## src/hw/rtl/stlp_pkg.sv

```systemverilog
`timescale 1ns / 1ps
package stlp_pkg;

    localparam int STLP_HOUR_DIGITS = 6;
    localparam int CHAR_W           = 8;
    localparam int TIME_W           = 42;
    localparam int MIN_W            = 7;
    localparam int SEC_W            = 7;
    localparam int MS_W             = 10;
    localparam int OUT_DATA_W       = 96;

    localparam logic [TIME_W-1:0] MS_PER_HOUR = TIME_W'(3600000);
    localparam logic [TIME_W-1:0] MS_PER_MIN  = TIME_W'(60000);
    localparam logic [TIME_W-1:0] MS_PER_SEC  = TIME_W'(1000);

    localparam logic [CHAR_W-1:0] CH_SPACE = 8'h20;
    localparam logic [CHAR_W-1:0] CH_TAB   = 8'h09;
    localparam logic [CHAR_W-1:0] CH_ZERO  = 8'h30;
    localparam logic [CHAR_W-1:0] CH_NINE  = 8'h39;
    localparam logic [CHAR_W-1:0] CH_COLON = 8'h3A;
    localparam logic [CHAR_W-1:0] CH_COMMA = 8'h2C;
    localparam logic [CHAR_W-1:0] CH_DOT   = 8'h2E;
    localparam logic [CHAR_W-1:0] CH_DASH  = 8'h2D;
    localparam logic [CHAR_W-1:0] CH_GT    = 8'h3E;

    typedef enum logic [4:0] {
        PH_LEAD        = 5'd0,
        PH_HOURS       = 5'd1,
        PH_MIN         = 5'd2,
        PH_COLON2      = 5'd3,
        PH_SEC         = 5'd4,
        PH_SEP         = 5'd5,
        PH_MS          = 5'd6,
        PH_ARROW_BLANK = 5'd7,
        PH_ARROW1      = 5'd8,
        PH_ARROW2      = 5'd9,
        PH_E_LEAD      = 5'd10,
        PH_E_HOURS     = 5'd11,
        PH_E_MIN       = 5'd12,
        PH_E_COLON2    = 5'd13,
        PH_E_SEC       = 5'd14,
        PH_E_SEP       = 5'd15,
        PH_E_MS        = 5'd16,
        PH_TRAIL       = 5'd17
    } t_phase;

    typedef enum logic [2:0] {
        ST_OK        = 3'd0,
        ST_BAD_START = 3'd1,
        ST_NO_ARROW  = 3'd2,
        ST_BAD_END   = 3'd3,
        ST_TRAIL     = 3'd4
    } t_status;

    typedef enum logic [2:0] {
        DT_NONE   = 3'd0,
        DT_HOURS  = 3'd1,
        DT_COLON1 = 3'd2,
        DT_MIN    = 3'd3,
        DT_COLON2 = 3'd4,
        DT_SEC    = 3'd5,
        DT_SEP    = 3'd6,
        DT_MS     = 3'd7
    } t_detail;

    typedef struct packed {
        logic              valid;
        logic              last;
        logic [CHAR_W-1:0] code;
    } t_beat;

    typedef struct packed {
        t_detail           detail;
        t_status           status;
        logic [TIME_W-1:0] end_ms;
        logic [TIME_W-1:0] start_ms;
    } t_result;

endpackage

```

## src/hw/rtl/stlp_in_reg.sv

```systemverilog
`timescale 1ns / 1ps
module stlp_in_reg
    import stlp_pkg::*;
(
    input  logic              i_clk,
    input  logic              i_rst_n,
    input  logic              i_valid,
    output logic              o_ready,
    input  logic [CHAR_W-1:0] i_code,
    input  logic              i_last,
    input  logic              i_take,
    output t_beat             o_beat
);

    logic              r_valid;
    logic              r_last;
    logic [CHAR_W-1:0] r_code;

    assign o_ready = !r_valid || i_take;

    always_ff @(posedge i_clk) begin
        if (!i_rst_n) begin
            r_valid <= 1'b0;
        end else if (o_ready) begin
            r_valid <= i_valid;
        end
    end

    always_ff @(posedge i_clk) begin
        if (o_ready && i_valid) begin
            r_code <= i_code;
            r_last <= i_last;
        end
    end

    assign o_beat.valid = r_valid;
    assign o_beat.last  = r_last;
    assign o_beat.code  = r_code;

endmodule

```

## src/hw/rtl/stlp_parse.sv

```systemverilog
`timescale 1ns / 1ps
module stlp_parse
    import stlp_pkg::*;
#(
    parameter int HOUR_DIGITS = STLP_HOUR_DIGITS
) (
    input  logic    i_clk,
    input  logic    i_rst_n,
    input  t_beat   i_beat,
    output logic    o_take,
    output logic    o_valid,
    input  logic    i_ready,
    output t_result o_result
);

    localparam int HW      = $clog2(10 ** HOUR_DIGITS);
    localparam int DCW_RAW = $clog2(HOUR_DIGITS + 1);
    localparam int DCW     = (DCW_RAW < 2) ? 2 : DCW_RAW;
    localparam int DC_MAX  = (HOUR_DIGITS < 2) ? 2 : HOUR_DIGITS;

    t_phase            r_phase, n_phase;
    logic [DCW-1:0]    r_dcnt, n_dcnt;
    logic [HW-1:0]     r_hours, n_hours;
    logic [MIN_W-1:0]  r_min, n_min;
    logic [SEC_W-1:0]  r_sec, n_sec;
    logic [MS_W-1:0]   r_ms, n_ms;
    logic [TIME_W-1:0] r_start;
    t_status           r_st, n_st;
    t_detail           r_dt, n_dt;
    logic              r_out_valid;
    t_result           r_out;

    logic              v_is_end;
    t_status           v_bad;
    logic              v_blank;
    logic              v_digit;
    logic [3:0]        v_d;
    logic [TIME_W-1:0] v_total;
    logic              v_byte;
    logic              v_eol;
    t_status           v_fin_st;
    t_detail           v_fin_dt;

    assign o_take = i_beat.valid && (!i_beat.last || !r_out_valid || i_ready);
    assign v_byte = o_take && !i_beat.last;
    assign v_eol  = o_take && i_beat.last;

    assign v_blank = (i_beat.code == CH_SPACE) || (i_beat.code == CH_TAB);
    assign v_digit = (i_beat.code >= CH_ZERO) && (i_beat.code <= CH_NINE);
    assign v_d     = 4'(i_beat.code - CH_ZERO);

    assign v_total = TIME_W'(TIME_W'(r_hours) * MS_PER_HOUR)
                   + TIME_W'(TIME_W'(r_min) * MS_PER_MIN)
                   + TIME_W'(TIME_W'(r_sec) * MS_PER_SEC)
                   + TIME_W'(r_ms);

    always_comb begin
        n_phase  = r_phase;
        n_dcnt   = r_dcnt;
        n_hours  = r_hours;
        n_min    = r_min;
        n_sec    = r_sec;
        n_ms     = r_ms;
        n_st     = r_st;
        n_dt     = r_dt;
        v_is_end = (r_phase >= PH_E_LEAD) && (r_phase != PH_TRAIL);
        v_bad    = v_is_end ? ST_BAD_END : ST_BAD_START;
        if (r_st == ST_OK) begin
            case (r_phase)
                PH_LEAD, PH_E_LEAD: begin
                    if (!v_blank) begin
                        if (!v_digit) begin
                            n_st = v_bad;
                            n_dt = DT_HOURS;
                        end else begin
                            n_hours = HW'(v_d);
                            n_min   = '0;
                            n_sec   = '0;
                            n_ms    = '0;
                            n_dcnt  = DCW'(1);
                            n_phase = v_is_end ? PH_E_HOURS : PH_HOURS;
                        end
                    end
                end
                PH_HOURS, PH_E_HOURS: begin
                    if (v_digit && (r_dcnt < DCW'(HOUR_DIGITS))) begin
                        n_hours = HW'(r_hours * HW'(10)) + HW'(v_d);
                        n_dcnt  = r_dcnt + DCW'(1);
                    end else if (i_beat.code == CH_COLON) begin
                        n_dcnt  = '0;
                        n_phase = v_is_end ? PH_E_MIN : PH_MIN;
                    end else begin
                        n_st = v_bad;
                        n_dt = DT_COLON1;
                    end
                end
                PH_MIN, PH_E_MIN: begin
                    if (!v_digit) begin
                        n_st = v_bad;
                        n_dt = DT_MIN;
                    end else begin
                        n_min = MIN_W'(r_min * MIN_W'(10)) + MIN_W'(v_d);
                        if (r_dcnt != '0) begin
                            n_dcnt  = '0;
                            n_phase = v_is_end ? PH_E_COLON2 : PH_COLON2;
                        end else begin
                            n_dcnt = DCW'(1);
                        end
                    end
                end
                PH_COLON2, PH_E_COLON2: begin
                    if (i_beat.code == CH_COLON) begin
                        n_phase = v_is_end ? PH_E_SEC : PH_SEC;
                    end else begin
                        n_st = v_bad;
                        n_dt = DT_COLON2;
                    end
                end
                PH_SEC, PH_E_SEC: begin
                    if (!v_digit) begin
                        n_st = v_bad;
                        n_dt = DT_SEC;
                    end else begin
                        n_sec = SEC_W'(r_sec * SEC_W'(10)) + SEC_W'(v_d);
                        if (r_dcnt != '0) begin
                            n_dcnt  = '0;
                            n_phase = v_is_end ? PH_E_SEP : PH_SEP;
                        end else begin
                            n_dcnt = DCW'(1);
                        end
                    end
                end
                PH_SEP, PH_E_SEP: begin
                    if ((i_beat.code == CH_COMMA) || (i_beat.code == CH_DOT)) begin
                        n_dcnt  = '0;
                        n_phase = v_is_end ? PH_E_MS : PH_MS;
                    end else begin
                        n_st = v_bad;
                        n_dt = DT_SEP;
                    end
                end
                PH_MS, PH_E_MS: begin
                    if (!v_digit) begin
                        n_st = v_bad;
                        n_dt = DT_MS;
                    end else begin
                        n_ms = MS_W'(r_ms * MS_W'(10)) + MS_W'(v_d);
                        if (r_dcnt >= DCW'(2)) begin
                            n_dcnt  = '0;
                            n_phase = v_is_end ? PH_TRAIL : PH_ARROW_BLANK;
                        end else begin
                            n_dcnt = r_dcnt + DCW'(1);
                        end
                    end
                end
                PH_ARROW_BLANK: begin
                    if (!v_blank) begin
                        if (i_beat.code == CH_DASH) begin
                            n_phase = PH_ARROW1;
                        end else begin
                            n_st = ST_NO_ARROW;
                            n_dt = DT_NONE;
                        end
                    end
                end
                PH_ARROW1: begin
                    if (i_beat.code == CH_DASH) begin
                        n_phase = PH_ARROW2;
                    end else begin
                        n_st = ST_NO_ARROW;
                        n_dt = DT_NONE;
                    end
                end
                PH_ARROW2: begin
                    if (i_beat.code == CH_GT) begin
                        n_phase = PH_E_LEAD;
                    end else begin
                        n_st = ST_NO_ARROW;
                        n_dt = DT_NONE;
                    end
                end
                PH_TRAIL: begin
                    if (!v_blank) begin
                        n_st = ST_TRAIL;
                        n_dt = DT_NONE;
                    end
                end
                default: begin
                    n_st = ST_NO_ARROW;
                    n_dt = DT_NONE;
                end
            endcase
        end
    end

    always_comb begin
        v_fin_st = r_st;
        v_fin_dt = r_dt;
        if (r_st == ST_OK) begin
            case (r_phase)
                PH_LEAD, PH_E_LEAD: v_fin_dt = DT_HOURS;
                PH_HOURS, PH_E_HOURS: v_fin_dt = DT_COLON1;
                PH_MIN, PH_E_MIN: v_fin_dt = DT_MIN;
                PH_COLON2, PH_E_COLON2: v_fin_dt = DT_COLON2;
                PH_SEC, PH_E_SEC: v_fin_dt = DT_SEC;
                PH_SEP, PH_E_SEP: v_fin_dt = DT_SEP;
                PH_MS, PH_E_MS: v_fin_dt = DT_MS;
                default: v_fin_dt = DT_NONE;
            endcase
            case (r_phase)
                PH_TRAIL: v_fin_st = ST_OK;
                PH_ARROW_BLANK, PH_ARROW1, PH_ARROW2: v_fin_st = ST_NO_ARROW;
                default: v_fin_st = v_bad;
            endcase
        end
    end

    always_ff @(posedge i_clk) begin
        if (!i_rst_n) begin
            r_phase <= PH_LEAD;
            r_dcnt  <= '0;
            r_hours <= '0;
            r_min   <= '0;
            r_sec   <= '0;
            r_ms    <= '0;
            r_start <= '0;
            r_st    <= ST_OK;
            r_dt    <= DT_NONE;
        end else if (v_eol) begin
            r_phase <= PH_LEAD;
            r_dcnt  <= '0;
            r_hours <= '0;
            r_min   <= '0;
            r_sec   <= '0;
            r_ms    <= '0;
            r_start <= '0;
            r_st    <= ST_OK;
            r_dt    <= DT_NONE;
        end else if (v_byte) begin
            r_phase <= n_phase;
            r_dcnt  <= n_dcnt;
            r_hours <= n_hours;
            r_min   <= n_min;
            r_sec   <= n_sec;
            r_ms    <= n_ms;
            r_st    <= n_st;
            r_dt    <= n_dt;
            if (r_phase == PH_ARROW_BLANK) begin
                r_start <= v_total;
            end
        end
    end

    always_ff @(posedge i_clk) begin
        if (!i_rst_n) begin
            r_out_valid <= 1'b0;
        end else if (v_eol) begin
            r_out_valid <= 1'b1;
        end else if (i_ready) begin
            r_out_valid <= 1'b0;
        end
    end

    always_ff @(posedge i_clk) begin
        if (v_eol) begin
            r_out.status   <= v_fin_st;
            r_out.detail   <= v_fin_dt;
            r_out.start_ms <= (v_fin_st == ST_OK) ? r_start : '0;
            r_out.end_ms   <= (v_fin_st == ST_OK) ? v_total : '0;
        end
    end

    assign o_valid  = r_out_valid;
    assign o_result = r_out;

    a_err_zero_times : assert property (@(posedge i_clk) disable iff (!i_rst_n)
        r_out_valid && (r_out.status != ST_OK) |-> (r_out.start_ms == '0) && (r_out.end_ms == '0))
        else $error("times not cleared on error result");

    a_detail_kind : assert property (@(posedge i_clk) disable iff (!i_rst_n)
        r_out_valid && ((r_out.status == ST_OK) || (r_out.status == ST_NO_ARROW)
        || (r_out.status == ST_TRAIL)) |-> (r_out.detail == DT_NONE))
        else $error("detail set for a status that carries none");

    a_err_freezes : assert property (@(posedge i_clk) disable iff (!i_rst_n)
        (r_st != ST_OK) && !v_eol |=> $stable(r_phase) && $stable(r_st) && $stable(r_dt))
        else $error("parser moved after first error");

    a_dcnt_range : assert property (@(posedge i_clk) disable iff (!i_rst_n)
        r_dcnt <= DCW'(DC_MAX))
        else $error("digit count out of range");

    a_eol_clears : assert property (@(posedge i_clk) disable iff (!i_rst_n)
        v_eol |=> (r_phase == PH_LEAD) && (r_st == ST_OK) && r_out_valid)
        else $error("line end did not emit and clear");

endmodule

```

## src/hw/rtl/subtitle_timing_line_parser_top.sv

```systemverilog
`timescale 1ns / 1ps
// Timing line parser: takes one byte of a subtitle timing line per beat and
// returns start and end times in milliseconds, a status and a detail code on
// the beat that carries tlast. Every beat goes through one input register and
// a single pass of phase and digit logic, so one beat is taken each cycle, and the
// result is registered; an end-of-line beat waits only while the result register
// still holds an untaken result.
module subtitle_timing_line_parser_top
    import stlp_pkg::*;
#(
    parameter int HOUR_DIGITS = STLP_HOUR_DIGITS
) (
    input  logic                  i_clk,
    input  logic                  i_rst_n,
    input  logic                  s_axis_tvalid,
    output logic                  s_axis_tready,
    input  logic [CHAR_W-1:0]     s_axis_tdata,  // [7:0] char_code
    input  logic                  s_axis_tlast,
    output logic                  m_axis_tvalid,
    input  logic                  m_axis_tready,
    output logic [OUT_DATA_W-1:0] m_axis_tdata   // [41:0] start_ms, [83:42] end_ms,
                                                 // [86:84] status, [89:87] detail
);

    t_beat   w_beat;
    logic    w_take;
    t_result w_result;

    stlp_in_reg u_in_reg (
        .i_clk   (i_clk),
        .i_rst_n (i_rst_n),
        .i_valid (s_axis_tvalid),
        .o_ready (s_axis_tready),
        .i_code  (s_axis_tdata),
        .i_last  (s_axis_tlast),
        .i_take  (w_take),
        .o_beat  (w_beat)
    );

    stlp_parse #(
        .HOUR_DIGITS (HOUR_DIGITS)
    ) u_parse (
        .i_clk    (i_clk),
        .i_rst_n  (i_rst_n),
        .i_beat   (w_beat),
        .o_take   (w_take),
        .o_valid  (m_axis_tvalid),
        .i_ready  (m_axis_tready),
        .o_result (w_result)
    );

    assign m_axis_tdata = {(OUT_DATA_W - $bits(t_result))'(0), w_result};

endmodule

```

## config.mk

```make
export PLATFORM = sky130hd
export DESIGN_NAME = subtitle_timing_line_parser_top
export DESIGN_NICKNAME = d
export VERILOG_FILES = /design/src/hw/rtl/stlp_pkg.sv /design/src/hw/rtl/stlp_in_reg.sv /design/src/hw/rtl/stlp_parse.sv /design/src/hw/rtl/subtitle_timing_line_parser_top.sv
export SDC_FILE = /design/constraint.sdc
export NUM_CORES = 1
export LEC_CHECK = 0
export ABC_CLOCK_PERIOD_IN_PS = 9500
export BUFFER_PORTS_ARGS = -buffer_cell sky130_fd_sc_hd__buf_2
export CAP_MARGIN = 5
export CORE_ASPECT_RATIO = 1.1
export CORE_MARGIN = 2
export CORE_UTILIZATION = 50
export DETAILED_ROUTE_END_ITERATION = 8
export GPL_TIMING_DRIVEN = 0
export PLACE_DENSITY = 0.67
export SETUP_SLACK_MARGIN = 0.3
export SYNTH_ARGS = -nofsm -noshare
export SYNTH_HDL_FRONTEND = slang
export SYNTH_SLANG_ARGS = --single-unit
```

## constraint.sdc

```tcl
create_clock -name i_clk -period 9.5 [get_ports i_clk]
set_input_delay 1.9 -clock i_clk [delete_from_list [all_inputs] [get_ports i_clk]]
set_output_delay 1.9 -clock i_clk [all_outputs]
set_load 0.02 [all_outputs]
```

=== After elaboration in Yosys (flattened, before gate mapping) ===
Memory sizes are Yosys's and may differ from the RTL's. A register that Yosys moved wholly into a read port is not among the register bits.
Index checks and enable logic that the tools add are counted.

* Order comparisons: 5
* Muxes and demuxes: 80
* Multipliers: 7
* Add/sub/neg operators: 9
* Bitwise logic cells: 1
* Eq/ne operators: 53
* Reductions and logical operators: 46

{| class="wikitable"
|+ Operator list
! operator !! number
|-
| $mux 5 || 20
|-
| $mux 3 || 32
|-
| $mux 20 || 3
|-
| $pmux 5 s10 || 1
|-
| $eq 8x6->1 const B || 6
|-
| $add 42x10->42 || 1
|-
| $add 42x17->42 || 1
|-
| $add 42x23->42 || 1
|-
| $eq 5x4->1 const B || 8
|-
| $pmux 20 s2 || 1
|-
| $mul 20x15->35 const B || 1
|-
| $pmux 3 s11 || 1
|-
| $mux 10 || 3
|-
| $ne 2x1->1 const B || 15
|-
| $mux 7 || 4
|-
| $pmux 7 s2 || 2
|-
| $pmux 3 s9 || 1
|-
| $ne 2x2->1 const B || 12
|-
| $reduce_and 6->1 || 4
|-
| $add 20x4->20 || 1
|-
| $eq 5x3->1 const B || 4
|-
| $mul 20x3->19 const B || 1
|-
| $mux 4 || 5
|-
| $pmux 10 s2 || 1
|-
| other kinds (42) || 72
|}

* Bits in read-only memories: 96
* Flip-flop bits (word level): 201
* Input port bits: 13
* Memories: 1

{| class="wikitable"
|+ Memory list
! memory !! depth !! width !! rd ports !! clocked after memory_dff !! write ports !! RTL line !! RTL
|-
| (name not given) || 32 || 3 || 1 || 1 || 0 || stlp_parse.sv:200 || <nowiki>case (r_phase)</nowiki>
|}

=== Depth between registers and ports, before layout ===
* Word-level depth: 8
* Gate-level depth with buffers: 31
* Depth with buffers taken out: 31

=== Hierarchy ===
Synthesis repeated with hierarchy kept, for this count alone.

* Cells, all modules: 2,220
* Area total of the unflattened synthesis: 21,475.6 um^2

{| class="wikitable"
|+ Modules (own cells, without submodules)
! module !! area each (um^2) !! sequential area each (um^2) !! times used !! cells an instance
|-
| stlp_parse || 21,084.0 || 4,784.6 || 1 || 2,197
|-
| stlp_in_reg || 342.8 || 290.3 || 1 || 16
|-
| subtitle_timing_line_parser_top || 48.8 || 0.0 || 1 || 7
|}

=== Least setup slack after synthesis ===
Ideal clock, no wire load.

* Kind: flip-flop to flip-flop
* Start: register u_parse.r_hours[2]
* End: register u_parse.r_out (netlist bit u_parse.o_result[83]) (data pin)
* Data arrival time: 7.125 ns
* Cell stages (with the launch flop): 29
* Path slack: 2.110 ns
* Data required time: 9.235 ns
* Buffers on the path: 0
* Clock period less this slack: 7.390 ns
* Cell sequence: dfxtp_1 inv_1 fa_1 inv_1 ha_1 fa_1 inv_1 fa_1 inv_1 fa_1 inv_1 fa_1 inv_1 ha_1 and3_2 nor2b_1 a21oi_1 nand2_1 xor2_1 ha_1 ha_1 ha_1 and3_1 nand2_1 o21ai_0 a221o_1 or4b_1 o31ai_2 a21oi_1

* Cells in the longest elaborated chain, start to end: 4

{| class="wikitable"
|+ RTL lines
! what !! RTL line !! RTL
|-
| start: declaration || stlp_parse.sv:23 || <nowiki>logic [HW-1:0] r_hours, n_hours;</nowiki>
|-
| start signal: assignment || stlp_parse.sv:242 || <nowiki>r_hours <= n_hours;</nowiki>
|-
| $mul 20x15->35 || stlp_parse.sv:52 || <nowiki>assign v_total = TIME_W'(TIME_W'(r_hours) * MS_PER_HOUR)</nowiki>
|-
| $add 42x23->42 || stlp_parse.sv:53 || <nowiki>+ TIME_W'(TIME_W'(r_min) * MS_PER_MIN)</nowiki>
|-
| $add 42x17->42 || stlp_parse.sv:54 || <nowiki>+ TIME_W'(TIME_W'(r_sec) * MS_PER_SEC)</nowiki>
|-
| $add 42x10->42 || stlp_parse.sv:55 || <nowiki>+ TIME_W'(r_ms);</nowiki>
|-
| end: declaration || stlp_parse.sv:31 || <nowiki>t_result r_out;</nowiki>
|}

Every way passes these cells.
A chain may end at the register's enable or synchronous reset.

=== Final worst setup path ===
* Start: register u_parse.r_hours[6]
* End: register u_parse.r_out (netlist bit u_parse.o_result[83]) (data pin)

Same word-level chain as after synthesis.

==> reports/qor.csv <==
metric,value,unit
number of remaining DRC errors,0,
final wirelength,56200,um
post-synthesis share of cell area spent on xor and xnor gates,5.74,%
Post-CTS Hold Fix Bufs,0,
CORE AREA,42500,sq um
critical path arrival,8.54,ns
initial core utilization,51.0,%
antenna violations before repair,1,
global router's overall resource usage,25.4,%
cell depth of the worst flop-to-flop path,26,
worst supply voltage drop on vdd,117,uV
YS warnings,0,
Pre-Repair DR Iteration Count,5,
final weighted congestion of routability-driven global placement,0.923,
area share of fa/ha/maj cells after synthesis,36.8,%
Leak Pwr,0.0118,uW
CP max stage cell,sky130_fd_sc_hd__dfxtp_1,
cell class contributing the biggest share of worst-path delay,adder cells,
count of final max-slew check failures,0,
net count of the finished layout,2952,
internal power,1490,uW
unrepaired setup endpoints after global routing,no,
Hold/Removal Path Class,register to register,
r2r setup slk,1.23,ns
first element of the critical path,u_parse.r_hours[6],
critical path startpoint category,register,
CTS clock-pin slew for the worst setup and hold paths,0.07,ns
count of boundary I/O pins,111,
CP endpoint,u_parse.o_result[83],
final design utilization,55.8,%
Post-Syn Instances,2286,
"Hold Violations, Final",0,
Post-DRT Antenna Nets,0,
die area,45000,sq um
largest net degree at the start of global routing,38,
flip-flop cell with the highest count after synthesis,sky130_fd_sc_hd__dfxtp_1,
multiplexer fraction of the synthesized cell area,0.387,%
number of maximum-capacitance constraint violations,0,
Worst Max-Slew Pin Slew,1.37,ns
number of global-route vias before repair,17000,
Worst Setup Slack post-DPL,1.29,ns
"Setup Fix Bufs, Post-CTS",0,
post-route total power,1960,uW
via total after detailed routing,16700,
slack of the critical path,1.23,ns
number of input and output port buffers inserted,104,
Die Width,202,um
dominant combinational cell family by area after synthesis,adder cells,
start of the worst register-to-register path,u_parse.r_hours[6],
proportion of total power due to net switching,23.9,%
part of the Yosys area used for sequential elements,23.4,%
H-tree depth,1,
share of synthesized flip-flops with an asynchronous set or reset,0,%
vias per cell,5.55,
combined area of all synthesized cells,21700,sq um
outcome,completed,
number of synthesized register bits,204,
maximum fanout encountered on the critical timing path,8,
WL per Instance,18.7,um
number of cells on the critical path,26,
"Min Clock Period, post-route",8.27,ns
Critical Path End Type,register,
type of the worst setup path,register to register,
part of the total power dissipated in combinational logic,4.7,%
share of layout cells above drive strength 1,7.66,%
latest clock arrival within the worst-skew pair,0.55,ns
final number of setup-violating endpoints,0,
total of cells resized after clock tree synthesis,0,
antenna diode instance count,0,
Buf/Inv on CP,4,
f_max,121,MHz
Post-Synth Simple-Gate Area,13.8,%
maximum buffer depth of the clock tree,3,
"synthesized-area fraction occupied by ao, oa, aoi and oai cells",12.9,%
number of rows created at floorplan,79,
unique cell type count in the Yosys netlist,91,
Max-slew headroom,7.76,%
sinks on the clock net,204,
Worst R2R End,u_parse.o_result[83],
Vert. Die Dim,222,um
"EDFF count, synth",99,
power spent charging and discharging nets,469,uW
synthesized area divided by synthesized cell count,9.47,sq um
delay contributed by the slowest stage of the critical path,0.61,ns
final clock period utilization by the worst path,87.0,%
most prevalent standard cell on the critical path,sky130_fd_sc_hd__fa_1,
Power Dens Cells,82.5,nW/um^2
area growth from synthesis to final layout,9.55,%
fraction of power consumed by the clock network,46.8,%
Detail Placement HPWL,46700,um
global-route wire length before repair,90500,um
DRC violation total after the first TritonRoute iteration,871,
part of the power in registers,48.5,%
clock tree root buffer cell,sky130_fd_sc_hd__clkbuf_16,
clock tree skew after final layout,0.0183,ns
total congestion overflow after global routing,0,
Setup TNS Final,0,ns
number of CTS-inserted buffers,24,
clock tree from TritonCTS,yes,
required time of the worst setup path,9.77,ns
stage by stage:
stage / instances / hold WS, ns / cell area, sq um
2_1_floorplan: 2291 / 0.432 / 21700
3_3_place_gp: 2962 / 0.444 / 22900
3_5_place_dp: 2964 / 0.447 / 23000
4_1_cts: 3007 / 0.457 / 23700
5_1_grt: 3007 / 0.493 / 23700
6_report: 3007 / 0.459 / 23700
worst min-delay path by stage:
stage / start / end / cells past startpoint
6_report: u_parse.r_start[4] / u_parse.r_start[4] / 2
3_5_place_dp: u_parse.r_start[3] / u_parse.r_start[3] / 2
2_1_floorplan: u_parse.r_start[0] / u_parse.r_start[0] / 2
5_1_grt: u_parse.r_start[12] / u_parse.r_start[12] / 2
4_1_cts: u_parse.r_start[4] / u_parse.r_start[4] / 2
3_3_place_gp: u_parse.r_start[13] / u_parse.r_start[13] / 2
layout make-up:
cell class / count / area, sq um
timing repair buffer: 106 / 561
clock buffer: 29 / 619
sequential: 204 / 5070
clock inverter: 14 / 153
tap: 567 / 709
multi-input combinational: 1698 / 15100
fill: 3860 / 18800
inverter: 315 / 1180
buffer: 74 / 317
layer usage:
metal / share of wire [%] / track usage [%]
met1: 42 / 32.2
met2: 50 / 45.0
met3: 4.5 / 2.74
met4: 3.5 / 8.41
met5: 0 / 0
registers in the layout, summed over array words and instances (netlist names), named ones only:
signal / count
u_parse.o_valid: 1
u_parse.r_ms: 10
u_parse.o_result: 90
u_parse.r_phase: 5
u_in_reg.r_code: 8
u_parse.r_start: 42
u_parse.r_sec: 7
u_in_reg.r_valid: 1
u_parse.r_st: 3
u_in_reg.r_last: 1
u_parse.r_dt: 3
u_parse.r_hours: 20
u_parse.r_dcnt: 3
u_parse.r_min: 7
worst reg2reg max path, delay by kind of cell (launching register included):
kind | cells | cell delay [ns]
compound gates | 7 | 1.67
fa+ha+maj | 10 | 4.28
flops | 1 | 0.61
simple gates | 4 | 1.00
xor+xnor | 1 | 0.19
buf+inv | 4 | 0.24
synthesized netlist by cell type, drive strengths merged (62+ instances only):
library cell	instances	area share [%]
o21ai	75	1.7
and3	66	1.9
dfxtp	105	9.7
inv	314	5.4
nor2	147	2.5
a21oi	157	3.6
fa	201	19
nand3	62	1.4
nand2	128	2.2
xnor2	90	3.6
edfxtp	99	14
ha	315	18
kinds of logic (layout without fill, tap and decap cells):
kind of cell               count (synthesis)  count (layout)
buffers and inverters                    389             538
and+or+nand+nor                          588             588
DFF                                      204             204
muxes                                      8               8
adders and majority gates                517             517
xor gates and xnor gates                 142             142
AOI/OAI and AO/OA                        437             437
other                                      1               6
power by group through the flow:
stage	Sequential, uW	Combinational (uW)	Clock [uW]
after floorplan	983	36.0	0
after global placement	970	89.0	0
after detailed placement	968	91.7	0
final	949	91.8	917
after CTS	949	92.2	931
after global routing	949	98.8	964
cells in the final DEF (no fill, tap or decap), drive strengths merged, types with 6 or more instances in the layout:
cell type,netlist,layout
inv,314,318
ha,315,315
fa,201,201
a21oi,157,157
nor2,147,147
nand2,128,128
buf,15,121
dfxtp,105,105
edfxtp,99,99
xnor2,90,90
clkbuf,59,88
o21ai,75,75
and3,66,66
nand3,62,62
xor2,52,52
a21o,50,50
nor3,47,47
a211oi,26,26
and2,26,26
nand2b,19,19
nor2b,18,18
or3,17,17
o211ai,15,15
nand4,15,15
a22oi,14,14
o21bai,12,12
o21a,12,12
a31oi,11,11
a21boi,9,9
clkinv,1,9
or2,7,7
nor4,7,7
a211o,6,6
a31o,6,6
conb,1,6
(Power assumes the default switching activity.)
